--- config.mk ---
export PLATFORM = sky130hd
export DESIGN_NAME = frame_rate_moving_average_flat
export DESIGN_NICKNAME = d
export VERILOG_FILES = /design/src/frma_pkg.sv /design/src/frma_channels.sv /design/src/frma_divider.sv /design/src/frame_rate_moving_average.sv /design/src/flat_wrapper.sv
export SDC_FILE = /design/constraint.sdc
export NUM_CORES = 2
export LEC_CHECK = 0
export ABC_AREA = 1
export BUFFER_PORTS_ARGS = -buffer_cell sky130_fd_sc_hd__buf_2
export CAP_MARGIN = 20
export CORE_MARGIN = 2
export CORE_UTILIZATION = 45
export CTS_CLUSTER_DIAMETER = 100
export DETAILED_ROUTE_END_ITERATION = 7
export HOLD_SLACK_MARGIN = 0.15
export PLACE_DENSITY = 0.57
export REMOVE_ABC_BUFFERS = 1
export SYNTH_ARGS = -nofsm -noshare
export SYNTH_HDL_FRONTEND = slang
export SYNTH_SLANG_ARGS = --single-unit
--- constraint.sdc ---
create_clock -name clk -period 9.04 [get_ports clk]
set_input_delay 2.712 -clock clk [delete_from_list [all_inputs] [get_ports clk]]
set_output_delay 2.712 -clock clk [all_outputs]
set_load 0.02 [all_outputs]
--- src/frma_pkg.sv ---
package frma_pkg;

    localparam int TS_W          = 32;
    localparam int TPS_W         = 27;
    localparam int RATE_W        = 24;
    localparam int FILL_OUT_W    = 7;
    localparam int FRAC_W        = 8;
    localparam int DIVISOR_W     = 32;

    localparam int CFG_INDEX_W   = 1;
    localparam int CFG_DATA_W    = 27;

    localparam int WINDOW_DEFAULT = 100;

    localparam logic [TPS_W-1:0]  TPS_RESET          = TPS_W'(1000000);
    localparam logic [RATE_W-1:0] DEFAULT_RATE_RESET = RATE_W'(30720);
    localparam logic [RATE_W-1:0] RATE_MAX           = {RATE_W{1'b1}};

    localparam logic [CFG_INDEX_W-1:0] REG_TICKS_PER_SECOND = 1'd0;
    localparam logic [CFG_INDEX_W-1:0] REG_DEFAULT_RATE     = 1'd1;

    typedef logic [TS_W-1:0]       timestamp_t;
    typedef logic [RATE_W-1:0]     rate_t;
    typedef logic [FILL_OUT_W-1:0] fill_out_t;

endpackage

--- src/frma_channels.sv ---
interface frma_frame_if;
    import frma_pkg::*;

    logic       valid;
    logic       ready;
    timestamp_t timestamp;

    modport source (output valid, output timestamp, input ready);
    modport sink   (input valid, input timestamp, output ready);
endinterface

interface frma_result_if;
    import frma_pkg::*;

    logic      valid;
    logic      ready;
    rate_t     average_rate;
    fill_out_t window_fill;

    modport source (output valid, output average_rate, output window_fill, input ready);
    modport sink   (input valid, input average_rate, input window_fill, output ready);
endinterface

--- src/frma_divider.sv ---
module frma_divider #(
    parameter int DIVIDEND_W = 35,
    parameter int DIVISOR_W  = 32
) (
    input  logic                  clk,
    input  logic                  rst_n,
    input  logic                  start,
    input  logic [DIVIDEND_W-1:0] dividend,
    input  logic [DIVISOR_W-1:0]  divisor,
    output logic                  busy,
    output logic [DIVIDEND_W-1:0] quotient
);
    localparam int CNT_W = $clog2(DIVIDEND_W + 1);

    logic                  busy_reg;
    logic [CNT_W-1:0]      count_reg;
    logic [DIVISOR_W-1:0]  rem_reg;
    logic [DIVISOR_W-1:0]  div_reg;
    logic [DIVIDEND_W-1:0] quo_reg;

    logic [DIVISOR_W:0]    shifted;
    logic [DIVISOR_W:0]    diff;
    logic                  fits;

    // one restoring step per cycle
    always_comb
    begin
        shifted = {rem_reg, quo_reg[DIVIDEND_W-1]};
        diff    = shifted - {1'b0, div_reg};
        fits    = !diff[DIVISOR_W];
    end

    always_ff @(posedge clk or negedge rst_n)
    begin
        if (!rst_n)
        begin
            busy_reg  <= 1'b0;
            count_reg <= '0;
        end
        else if (start)
        begin
            busy_reg  <= 1'b1;
            count_reg <= CNT_W'(DIVIDEND_W);
        end
        else if (busy_reg)
        begin
            busy_reg  <= (count_reg != CNT_W'(1));
            count_reg <= count_reg - CNT_W'(1);
        end
    end

    always_ff @(posedge clk)
    begin
        if (start)
        begin
            rem_reg <= '0;
            div_reg <= divisor;
            quo_reg <= dividend;
        end
        else if (busy_reg)
        begin
            rem_reg <= fits ? diff[DIVISOR_W-1:0] : shifted[DIVISOR_W-1:0];
            quo_reg <= {quo_reg[DIVIDEND_W-2:0], fits};
        end
    end

    assign busy     = busy_reg;
    assign quotient = quo_reg;
endmodule

--- src/frame_rate_moving_average.sv ---
// Moving average of the frame rate. Each accepted word on frame is a 32-bit
// tick timestamp; the block forms the modular interval to the previous one,
// turns it into a rate of ticks_per_second * 256 / interval (8 fraction bits,
// saturated to 24 bits, default_rate for a zero interval), keeps the last
// WINDOW rates in a ring memory with a running sum, and returns one word on
// result per frame: the mean over the filled entries and their count. One
// frame is handled at a time; the shared one-bit-per-cycle divider computes
// first the rate, skipped for a zero interval, and then the mean. The next
// frame can be taken as soon as the result is registered, and a finished
// result waits in an output register while that frame is taken in. The user
// must make configuration writes through cfg_we, cfg_index and cfg_data only
// while the block is idle; the block itself does not enforce this.
module frame_rate_moving_average #(
    parameter int WINDOW = frma_pkg::WINDOW_DEFAULT
) (
    input  logic                              clk,
    input  logic                              rst_n,
    frma_frame_if.sink                        frame,
    frma_result_if.source                     result,
    input  logic                              cfg_we,
    input  logic [frma_pkg::CFG_INDEX_W-1:0]  cfg_index,
    input  logic [frma_pkg::CFG_DATA_W-1:0]   cfg_data
);
    import frma_pkg::*;

    localparam int IDX_W      = (WINDOW > 1) ? $clog2(WINDOW) : 1;
    localparam int FILL_W     = $clog2(WINDOW + 1);
    localparam int SUM_W      = RATE_W + FILL_W;
    localparam int DIVIDEND_W = (TPS_W + FRAC_W > SUM_W) ? TPS_W + FRAC_W : SUM_W;

    localparam logic [1:0] S_IDLE   = 2'd0;
    localparam logic [1:0] S_RATE   = 2'd1;
    localparam logic [1:0] S_UPDATE = 2'd2;
    localparam logic [1:0] S_MEAN   = 2'd3;

    logic [1:0]        state_reg, state_next;
    timestamp_t        prev_time_reg, prev_time_next;
    logic [IDX_W-1:0]  write_index_reg, write_index_next;
    logic [FILL_W-1:0] fill_reg, fill_next;
    logic [SUM_W-1:0]  sum_reg, sum_next;
    rate_t             rate_reg, rate_next;
    logic [TPS_W-1:0]  tps_reg;
    rate_t             default_rate_reg;
    logic              out_valid_reg, out_valid_next;
    rate_t             out_avg_reg, out_avg_next;
    fill_out_t         out_fill_reg, out_fill_next;
    rate_t             old_rate_reg;

    rate_t             ring_mem [WINDOW];

    timestamp_t              interval;
    logic                    accept;
    logic                    full;
    logic                    mem_we;
    logic                    div_start;
    logic                    div_busy;
    logic [DIVIDEND_W-1:0]   div_dividend;
    logic [DIVISOR_W-1:0]    div_divisor;
    logic [DIVIDEND_W-1:0]   div_quotient;

    assign frame.ready = (state_reg == S_IDLE);
    assign accept      = frame.valid && (state_reg == S_IDLE);
    assign interval    = frame.timestamp - prev_time_reg;
    assign full        = (fill_reg == FILL_W'(WINDOW));

    always_comb
    begin
        state_next       = state_reg;
        prev_time_next   = prev_time_reg;
        write_index_next = write_index_reg;
        fill_next        = fill_reg;
        sum_next         = sum_reg;
        rate_next        = rate_reg;
        out_valid_next   = out_valid_reg && !result.ready;
        out_avg_next     = out_avg_reg;
        out_fill_next    = out_fill_reg;
        mem_we           = 1'b0;
        div_start        = 1'b0;
        div_dividend     = '0;
        div_divisor      = '0;

        case (state_reg)
            S_IDLE:
            begin
                if (frame.valid)
                begin
                    prev_time_next = frame.timestamp;
                    if (interval == '0)
                    begin
                        rate_next  = default_rate_reg;
                        state_next = S_UPDATE;
                    end
                    else
                    begin
                        div_start    = 1'b1;
                        div_dividend = DIVIDEND_W'({tps_reg, {FRAC_W{1'b0}}});
                        div_divisor  = interval;
                        state_next   = S_RATE;
                    end
                end
            end
            S_RATE:
            begin
                if (!div_busy)
                begin
                    rate_next  = (div_quotient > DIVIDEND_W'(RATE_MAX)) ?
                                 RATE_MAX : div_quotient[RATE_W-1:0];
                    state_next = S_UPDATE;
                end
            end
            S_UPDATE:
            begin
                // ring slot was read at accept, so old_rate_reg is the entry leaving
                mem_we    = 1'b1;
                sum_next  = sum_reg - (full ? SUM_W'(old_rate_reg) : SUM_W'(0))
                            + SUM_W'(rate_reg);
                fill_next = full ? fill_reg : fill_reg + FILL_W'(1);
                write_index_next = (write_index_reg == IDX_W'(WINDOW - 1)) ?
                                   '0 : write_index_reg + IDX_W'(1);
                div_start    = 1'b1;
                div_dividend = DIVIDEND_W'(sum_next);
                div_divisor  = DIVISOR_W'(fill_next);
                state_next   = S_MEAN;
            end
            S_MEAN:
            begin
                if (!div_busy && (!out_valid_reg || result.ready))
                begin
                    out_valid_next = 1'b1;
                    out_avg_next   = div_quotient[RATE_W-1:0];
                    out_fill_next  = FILL_OUT_W'(fill_reg);
                    state_next     = S_IDLE;
                end
            end
            default:
            begin
                state_next = S_IDLE;
            end
        endcase
    end

    always_ff @(posedge clk or negedge rst_n)
    begin
        if (!rst_n)
        begin
            state_reg        <= S_IDLE;
            prev_time_reg    <= '0;
            write_index_reg  <= '0;
            fill_reg         <= '0;
            sum_reg          <= '0;
            out_valid_reg    <= 1'b0;
            tps_reg          <= TPS_RESET;
            default_rate_reg <= DEFAULT_RATE_RESET;
        end
        else
        begin
            state_reg       <= state_next;
            prev_time_reg   <= prev_time_next;
            write_index_reg <= write_index_next;
            fill_reg        <= fill_next;
            sum_reg         <= sum_next;
            out_valid_reg   <= out_valid_next;
            if (cfg_we)
            begin
                case (cfg_index)
                    REG_TICKS_PER_SECOND: tps_reg          <= cfg_data[TPS_W-1:0];
                    REG_DEFAULT_RATE:     default_rate_reg <= cfg_data[RATE_W-1:0];
                    default:              ;
                endcase
            end
        end
    end

    always_ff @(posedge clk)
    begin
        rate_reg     <= rate_next;
        out_avg_reg  <= out_avg_next;
        out_fill_reg <= out_fill_next;
    end

    // ring memory, one write and one registered read of a written slot
    always_ff @(posedge clk)
    begin
        if (mem_we)
        begin
            ring_mem[write_index_reg] <= rate_reg;
        end
        if (accept && full)
        begin
            old_rate_reg <= ring_mem[write_index_reg];
        end
    end

    frma_divider #(
        .DIVIDEND_W (DIVIDEND_W),
        .DIVISOR_W  (DIVISOR_W)
    ) u_divider (
        .clk      (clk),
        .rst_n    (rst_n),
        .start    (div_start),
        .dividend (div_dividend),
        .divisor  (div_divisor),
        .busy     (div_busy),
        .quotient (div_quotient)
    );

    assign result.valid        = out_valid_reg;
    assign result.average_rate = out_avg_reg;
    assign result.window_fill  = out_fill_reg;
endmodule

--- src/flat_wrapper.sv ---
// flat-port wrapper written by rule: the top's interface ports become plain ports
module frame_rate_moving_average_flat import frma_pkg::*;
#(
    parameter int WINDOW = frma_pkg::WINDOW_DEFAULT
)
  (clk, rst_n, cfg_we, cfg_index, cfg_data, frame_valid, frame_timestamp, frame_ready, result_valid, result_average_rate, result_window_fill, result_ready);
  frma_frame_if frame_i ();
  frma_result_if result_i ();
  input  logic clk;
  input  logic rst_n;
  input  logic cfg_we;
  input  logic [frma_pkg::CFG_INDEX_W-1:0] cfg_index;
  input  logic [frma_pkg::CFG_DATA_W-1:0] cfg_data;
  input wire logic [$bits(frame_i.valid)-1:0] frame_valid;
  input wire logic [$bits(frame_i.timestamp)-1:0] frame_timestamp;
  output wire logic [$bits(frame_i.ready)-1:0] frame_ready;
  output wire logic [$bits(result_i.valid)-1:0] result_valid;
  output wire logic [$bits(result_i.average_rate)-1:0] result_average_rate;
  output wire logic [$bits(result_i.window_fill)-1:0] result_window_fill;
  input wire logic [$bits(result_i.ready)-1:0] result_ready;
  assign frame_i.valid = frame_valid;
  assign frame_i.timestamp = frame_timestamp;
  assign frame_ready = frame_i.ready;
  assign result_valid = result_i.valid;
  assign result_average_rate = result_i.average_rate;
  assign result_window_fill = result_i.window_fill;
  assign result_i.ready = result_ready;
  frame_rate_moving_average #(.WINDOW(WINDOW)) u_core (.clk(clk), .rst_n(rst_n), .frame(frame_i), .result(result_i), .cfg_we(cfg_we), .cfg_index(cfg_index), .cfg_data(cfg_data));
endmodule
# ---- After elaboration in Yosys (flattened, before gate mapping)
# Memories as Yosys holds them, arrays and structs flattened. A register that Yosys moved wholly into a read port is not among the register bits.
# Cells that the tools add are included.
dict set report word_totals {
  memories 1
  ramBits 2400
  wordCells 89
  out_inout_bits 33
  ff_bits 292
}
# memory words width read_ports rd_clocked_by_memory_dff wr line_no
set memory_table {}
lappend memory_table {u_core.ring_mem 100 24 1 1 1 frame_rate_moving_average.sv:49} ;# rate_t ring_mem [WINDOW];
dict set report op_classes {
  bitwise 1
  muxes 34
  eq_ne 10
  n_addsub 7
  n_lt_le_gt_ge 1
  reduce_logical 19
}
# operator count
set ops {}
lappend ops {{$mux 35} 4}
lappend ops {{$mux 24} 5}
lappend ops {{$mux 32} 3}
lappend ops {{$pmux 35 s2} 1}
lappend ops {{$pmux 32 s2} 1}
lappend ops {{$pmux 24 s2} 1}
lappend ops {{$gt 35x24->1 const B} 1}
lappend ops {{$sub 33x32->33} 1}
lappend ops {{$logic_not 32->1} 1}
lappend ops {{$sub 32x32->32} 1}
lappend ops {{$add 31x24->31} 1}
lappend ops {{$sub 31x31->31} 1}
lappend ops {{$add 7x1->7 const B} 2}
lappend ops {{$eq 7x7->1 const B} 2}
lappend ops {{$mux 7} 2}
lappend ops {{$mux 6} 2}
lappend ops {{$mux 1} 9}
lappend ops {{$mux 2} 4}
lappend ops {{$pmux 2 s4} 1}
lappend ops {{$reduce_and 2->1} 4}
lappend ops {{$ne 6x1->1 const B} 1}
lappend ops {{$sub 6x1->6 const B} 1}
lappend ops {{$eq 2x2->1 const B} 2}
lappend ops {{$logic_and 1x1->1} 4}
lappend ops {{11 further kinds} 17}

# ---- Depth between registers and ports, before layout
dict set report depth {
  word_depth 6
  mapped_depth 25
  depth_no_buf 24
}

# ---- By module
# A second synthesis with hierarchy kept.
dict set report unflattened {
  cells_unflattened 8680
  hier_area_um2 109786.5
}
# mod instances seq_area_each_um2 area_per_inst_um2 cells_per_inst
set modules_own_cells {}
lappend modules_own_cells {frame_rate_moving_average 1 77733.3 102746.0 7634}
lappend modules_own_cells {frma_divider 1 2827.7 7040.5 1046}

# ---- Worst setup path after synthesis
# No wires, ideal clock.
dict set report synth_path {
  path_type {input to register}
  start {in frame_timestamp[0]}
  end {reg u_core.rate_reg[0], enable pin}
  t_arrival_ns 5.671
  path_buffers 0
  cell_stages 15
  setup_time_ns 0.413
  required_time_ns 8.627
  slack_ns 2.956
  path_cell_list {inv_1 -> ha_1 -> fa_1 -> inv_1 -> nand3_1 -> nand3_1 -> nand2_1 -> nand2_1 -> xnor2_1 -> nand2_1 -> nor2_1 -> nand3_1 -> nor2_2 -> nand4_1 -> a21oi_1}
}
dict set report synth_between {
  elab_chain_cells 4
}
# item line_no
set synth_rtl {}
lappend synth_rtl {{start: declaration} flat_wrapper.sv:15} ;# input wire logic [$bits(frame_i.timestamp)-1:0] frame_timestamp;
lappend synth_rtl {{$sub 32x32->32} frame_rate_moving_average.sv:63} ;# assign interval = frame.timestamp - prev_time_reg;
lappend synth_rtl {{$logic_not 32->1} frame_rate_moving_average.sv:88} ;# if (interval == '0)
lappend synth_rtl {{$ne 2x1->1 (no source line)} --}
lappend synth_rtl {{$reduce_and 4->1 (no source line)} --}
lappend synth_rtl {{end signal: assignment} frame_rate_moving_average.sv:176} ;# rate_reg <= rate_next;
lappend synth_rtl {{end: declaration} frame_rate_moving_average.sv:41} ;# rate_t rate_reg, rate_next;
# Every way passes these cells.
# A chain may end at the register's enable or synchronous reset.

# ---- Final worst setup path
dict set report layout_path {
  start {in frame_timestamp[0]}
  end {reg u_core.u_divider.quo_reg[32], in the netlist u_core.u_divider.quotient[32], data pin}
}
dict set report layout_between {
  elab_chain_cells 6
}
# item line_no
set layout_rtl {}
lappend layout_rtl {{$sub 32x32->32 *} frame_rate_moving_average.sv:63}
lappend layout_rtl {{$logic_not 32->1 *} frame_rate_moving_average.sv:88}
lappend layout_rtl {{$mux 35 or $mux 1 (tied branches)} frame_rate_moving_average.sv:88}
lappend layout_rtl {{$mux 35 or $mux 1 (tied branches)} frame_rate_moving_average.sv:85} ;# if (frame.valid)
lappend layout_rtl {{$pmux 35 s2 or $pmux 1 s2 (tied branches)} frame_rate_moving_average.sv:82} ;# case (state_reg)
lappend layout_rtl {{$mux 35 *} frma_divider.sv:54} ;# if (start)
lappend layout_rtl {{end signal: assignment} frma_divider.sv:58} ;# quo_reg <= dividend;
lappend layout_rtl {{end signal: assignment} frma_divider.sv:63} ;# quo_reg <= {quo_reg[DIVIDEND_W-2:0], fits};
lappend layout_rtl {{end: declaration} frma_divider.sv:19} ;# logic [DIVIDEND_W-1:0] quo_reg;
# Every way passes the cells marked *; elsewhere a longest branch is shown, timed or not.

==> impl_results.md <==
* Largest family of logic cells by synthesized area: simple AND/OR/NAND/NOR gates
* Overall global routing resource usage at 27.0%
* Sequential power share at 53.5%
* Final hold slack at 0.489 ns
* Asr flop ratio synth at 5.08%
* Drc violations at 2
* Starting density of the core at 45.2%
* Synth warn at 0
* Area growth syn-to-layout at 13.3%
* Max FFs per register at 2400
* CTS H-Tree Depth at 5
* Final HPWL from detailed placement at 194 mm
* Hold Crit Class: flip-flop to flip-flop
* Yosys cell types at 57
* Largest Register: u_core.ring_mem
* FP Rows at 180
* Seq/Total Area, Yosys at 74.3%
* Outcome: finished, violations left
* Clk Latency, worst-skew pair at 0.95 ns
* Setup TNS at 0 ns
* Switch share at 19.5%
* Crit. End Element: flip-flop
* Worst Skew at 0.0746 ns
* Non-filler cells in the finished layout at 11900
* Setup Crit Path Kind: input pin to flip-flop
* TritonCTS clock tree: done
* Worst EP arrival at 6.49 ns
* Die extent in y at 495 um
* Post-synth EDFFs at 2546
* Dpl ws at 2.23 ns
* Number of buffers created by CTS at 301
* Grt ovf at 0
* Routed WL at 335 mm
* First-pass GRT wire length at 478 mm
* Buffer count from post-CTS setup fixing at 0
* Ys flop type: edfxtp_1
* Period utilisation layout at 64.9%
* Ratio of cells with drive above 1 in the final layout at 10.5%
* Psw at 4.95 mW
* Count of state elements after synthesis at 2716
* Peak Freq at 171 MHz
* Dpl cell area at 0.114 mm2
* Detailed Route Iter0 Violations at 8526
* Commonest non-fill, non-tap cell in the layout: edfxtp_1
* Syn avg cell area at 13.2 um2
* Netlist Area Pre-Place at 0.108 mm2
* Crit path time final at 5.86 ns
* PwrDens at 207 mW/mm2
* Die width at 495 um
* Ports at 98
* Mapped Cells at 8210
* Die area at 0.245 mm2
* CTS root buffer: clkbuf_16
* Max-cap violations at 0
* Int Power at 20.5 mW
* Vias in the first global route at 66100
* Synth Area in Simple Gates at 11.2%
* Post-synthesis mux area share at 0.0312%
* Combinational share of power at 0.5%
* Drt via density at 5.83
* Power share of the clock group at 45.9%
* DP Cell Count at 11300
* Max IR drop VDD at 0.214 mV
* Relative max-transition margin at 16.8%
* Leak at 41.1 nW
* Worst Max-Slew Pin Slew at 1.24 ns
* Failing checks: design-rule violations
* Port Buf Inserts at 97
* DR pass1 iterations at 8
* Core area at 0.240 mm2
* Reg clk slew, reported paths at 0.06 ns
* Unrepaired setup endpoints after global routing: no
* CTS Buffer Depth at 4
* Setup-failing EPs final at 0
* CTS resizes at 0
* Setup ws final at 3.18 ns
* Worst Path Required at 9.67 ns
* Routability cong. at 0.883
* # clock sinks at 2716
* Crit path max fanout at 63
* Max Slew Vio Count at 0
* Largest net degree at the start of global routing at 105
* Initial antenna violation count at 19
* Synth Area in Adders at 1.68%
* Highest-count cells in the layout ignoring fill and taps: edfxtp_1 (2546), nand2_1 (1934), inv_1 (619)
* Synth Area in XOR/XNOR at 0.355%
* Drt wl/cell at 28.2 um
* Layout Nets at 8663
* Final ANT Viol Nets at 0
* Crit path launch type: input pin
* Total number of vias at 69200
* Compound-cell area share of the yosys netlist at 8.81%
* Final Hold Fails at 0
* Hold Buf Count CTS at 0
* Design Area, Final at 0.123 mm2
layout make-up:
type | count | area (um2)
sequential | 2716 | 80600
tap | 3185 | 3990
antenna | 5 | 12.5
clock inverter | 137 | 1210
inverter | 642 | 2440
multi-input combinational | 4483 | 24300
clock buffer | 379 | 7960
fill | 20400 | 117000
timing repair buffer | 324 | 2390
worst max-delay path, cell delays in order:
cell,delay [ns]
buf_2,0.08
inv_1,0.06
ha_1,0.21
fa_1,0.40
inv_1,0.12
nand3_1,0.10
nand3_1,0.18
nand2_1,0.08
nand3_1,0.17
nand3_1,0.14
nand3_1,0.11
nand2_1,0.06
nor2_1,0.07
nand2_1,0.10
nor2_2,0.21
nand3_4,0.35
nand2_4,0.18
buf_4,0.62
inv_1,0.28
nand2_1,0.14
nand2_1,0.07
stage by stage:
stage                     total power [mW]  util [%]
after floorplan                       13.9         -
after global placement                14.0      47.3
after detailed placement              14.0      47.3
after CTS                             25.5      51.2
after global routing                  26.0      51.2
final                                 25.4      51.2
synth_stat cells, drive strengths merged (32+ instances only):
cell type  count  area, um2
nand4        305       1910
nor2         413       1570
ha           104       1300
o21ai        359       1800
dfxtp         32        641
edfxtp      2546      76500
a21oi        206       1120
a22oi        321       2410
dfrtp        127       3180
a22o         108        946
nand3        194        988
nand2       1948       7340
clkbuf       230        863
buf          139        646
inv          638       2390
a221oi       224       1960
worst paths after layout:
kind	cells after the start	to	slack, ns	start
setup reg to reg	14	u_core.old_rate_reg[17]	3.87	u_core.write_index_reg[0]
setup / recovery	21	u_core.u_divider.quotient[32]	3.18	frame_timestamp[0]
hold / removal	2	u_core.tps_reg[10]	0.49	u_core.tps_reg[10]
min in group asynchronous	1	u_core.prev_time_reg[21]	1.84	rst_n
hold reg to reg	2	u_core.tps_reg[10]	0.49	u_core.tps_reg[10]
max in group asynchronous	2	u_core.default_rate_reg[22]	5.62	rst_n
metal layers:
metal  track usage [%]  part of all wire [%]  vias to the layer above
li1                  -                     -                    30500
met1              38.0                    41                    35000
met2              42.7                    46                     3200
met3              4.47                   8.5                      562
met4              9.27                   3.6                       10
met5                 0                 0.063                        -
cells by family (layout without fill, tap and decap cells):
logic type	Yosys count	in the layout
xor gates and xnor gates	44	44
DFF	2716	2716
buffers and inverters	1011	1482
and+or+nand+nor	2915	2915
AOI/OAI and AO/OA	1391	1391
muxes	3	3
adders and majority gates	130	130
other	0	5
power by group through the flow:
stage          Clock [mW]  Sequential (mW)  Combinational [mW]
3_3_place_gp            0             13.9               0.133
6_report             11.7             13.6               0.134
2_1_floorplan           0             13.9              0.0705
5_1_grt              12.2             13.6               0.154
4_1_cts              11.8             13.6               0.136
3_5_place_dp            0             13.9               0.134
No activity file was read; power rests on OpenSTA's default activity.
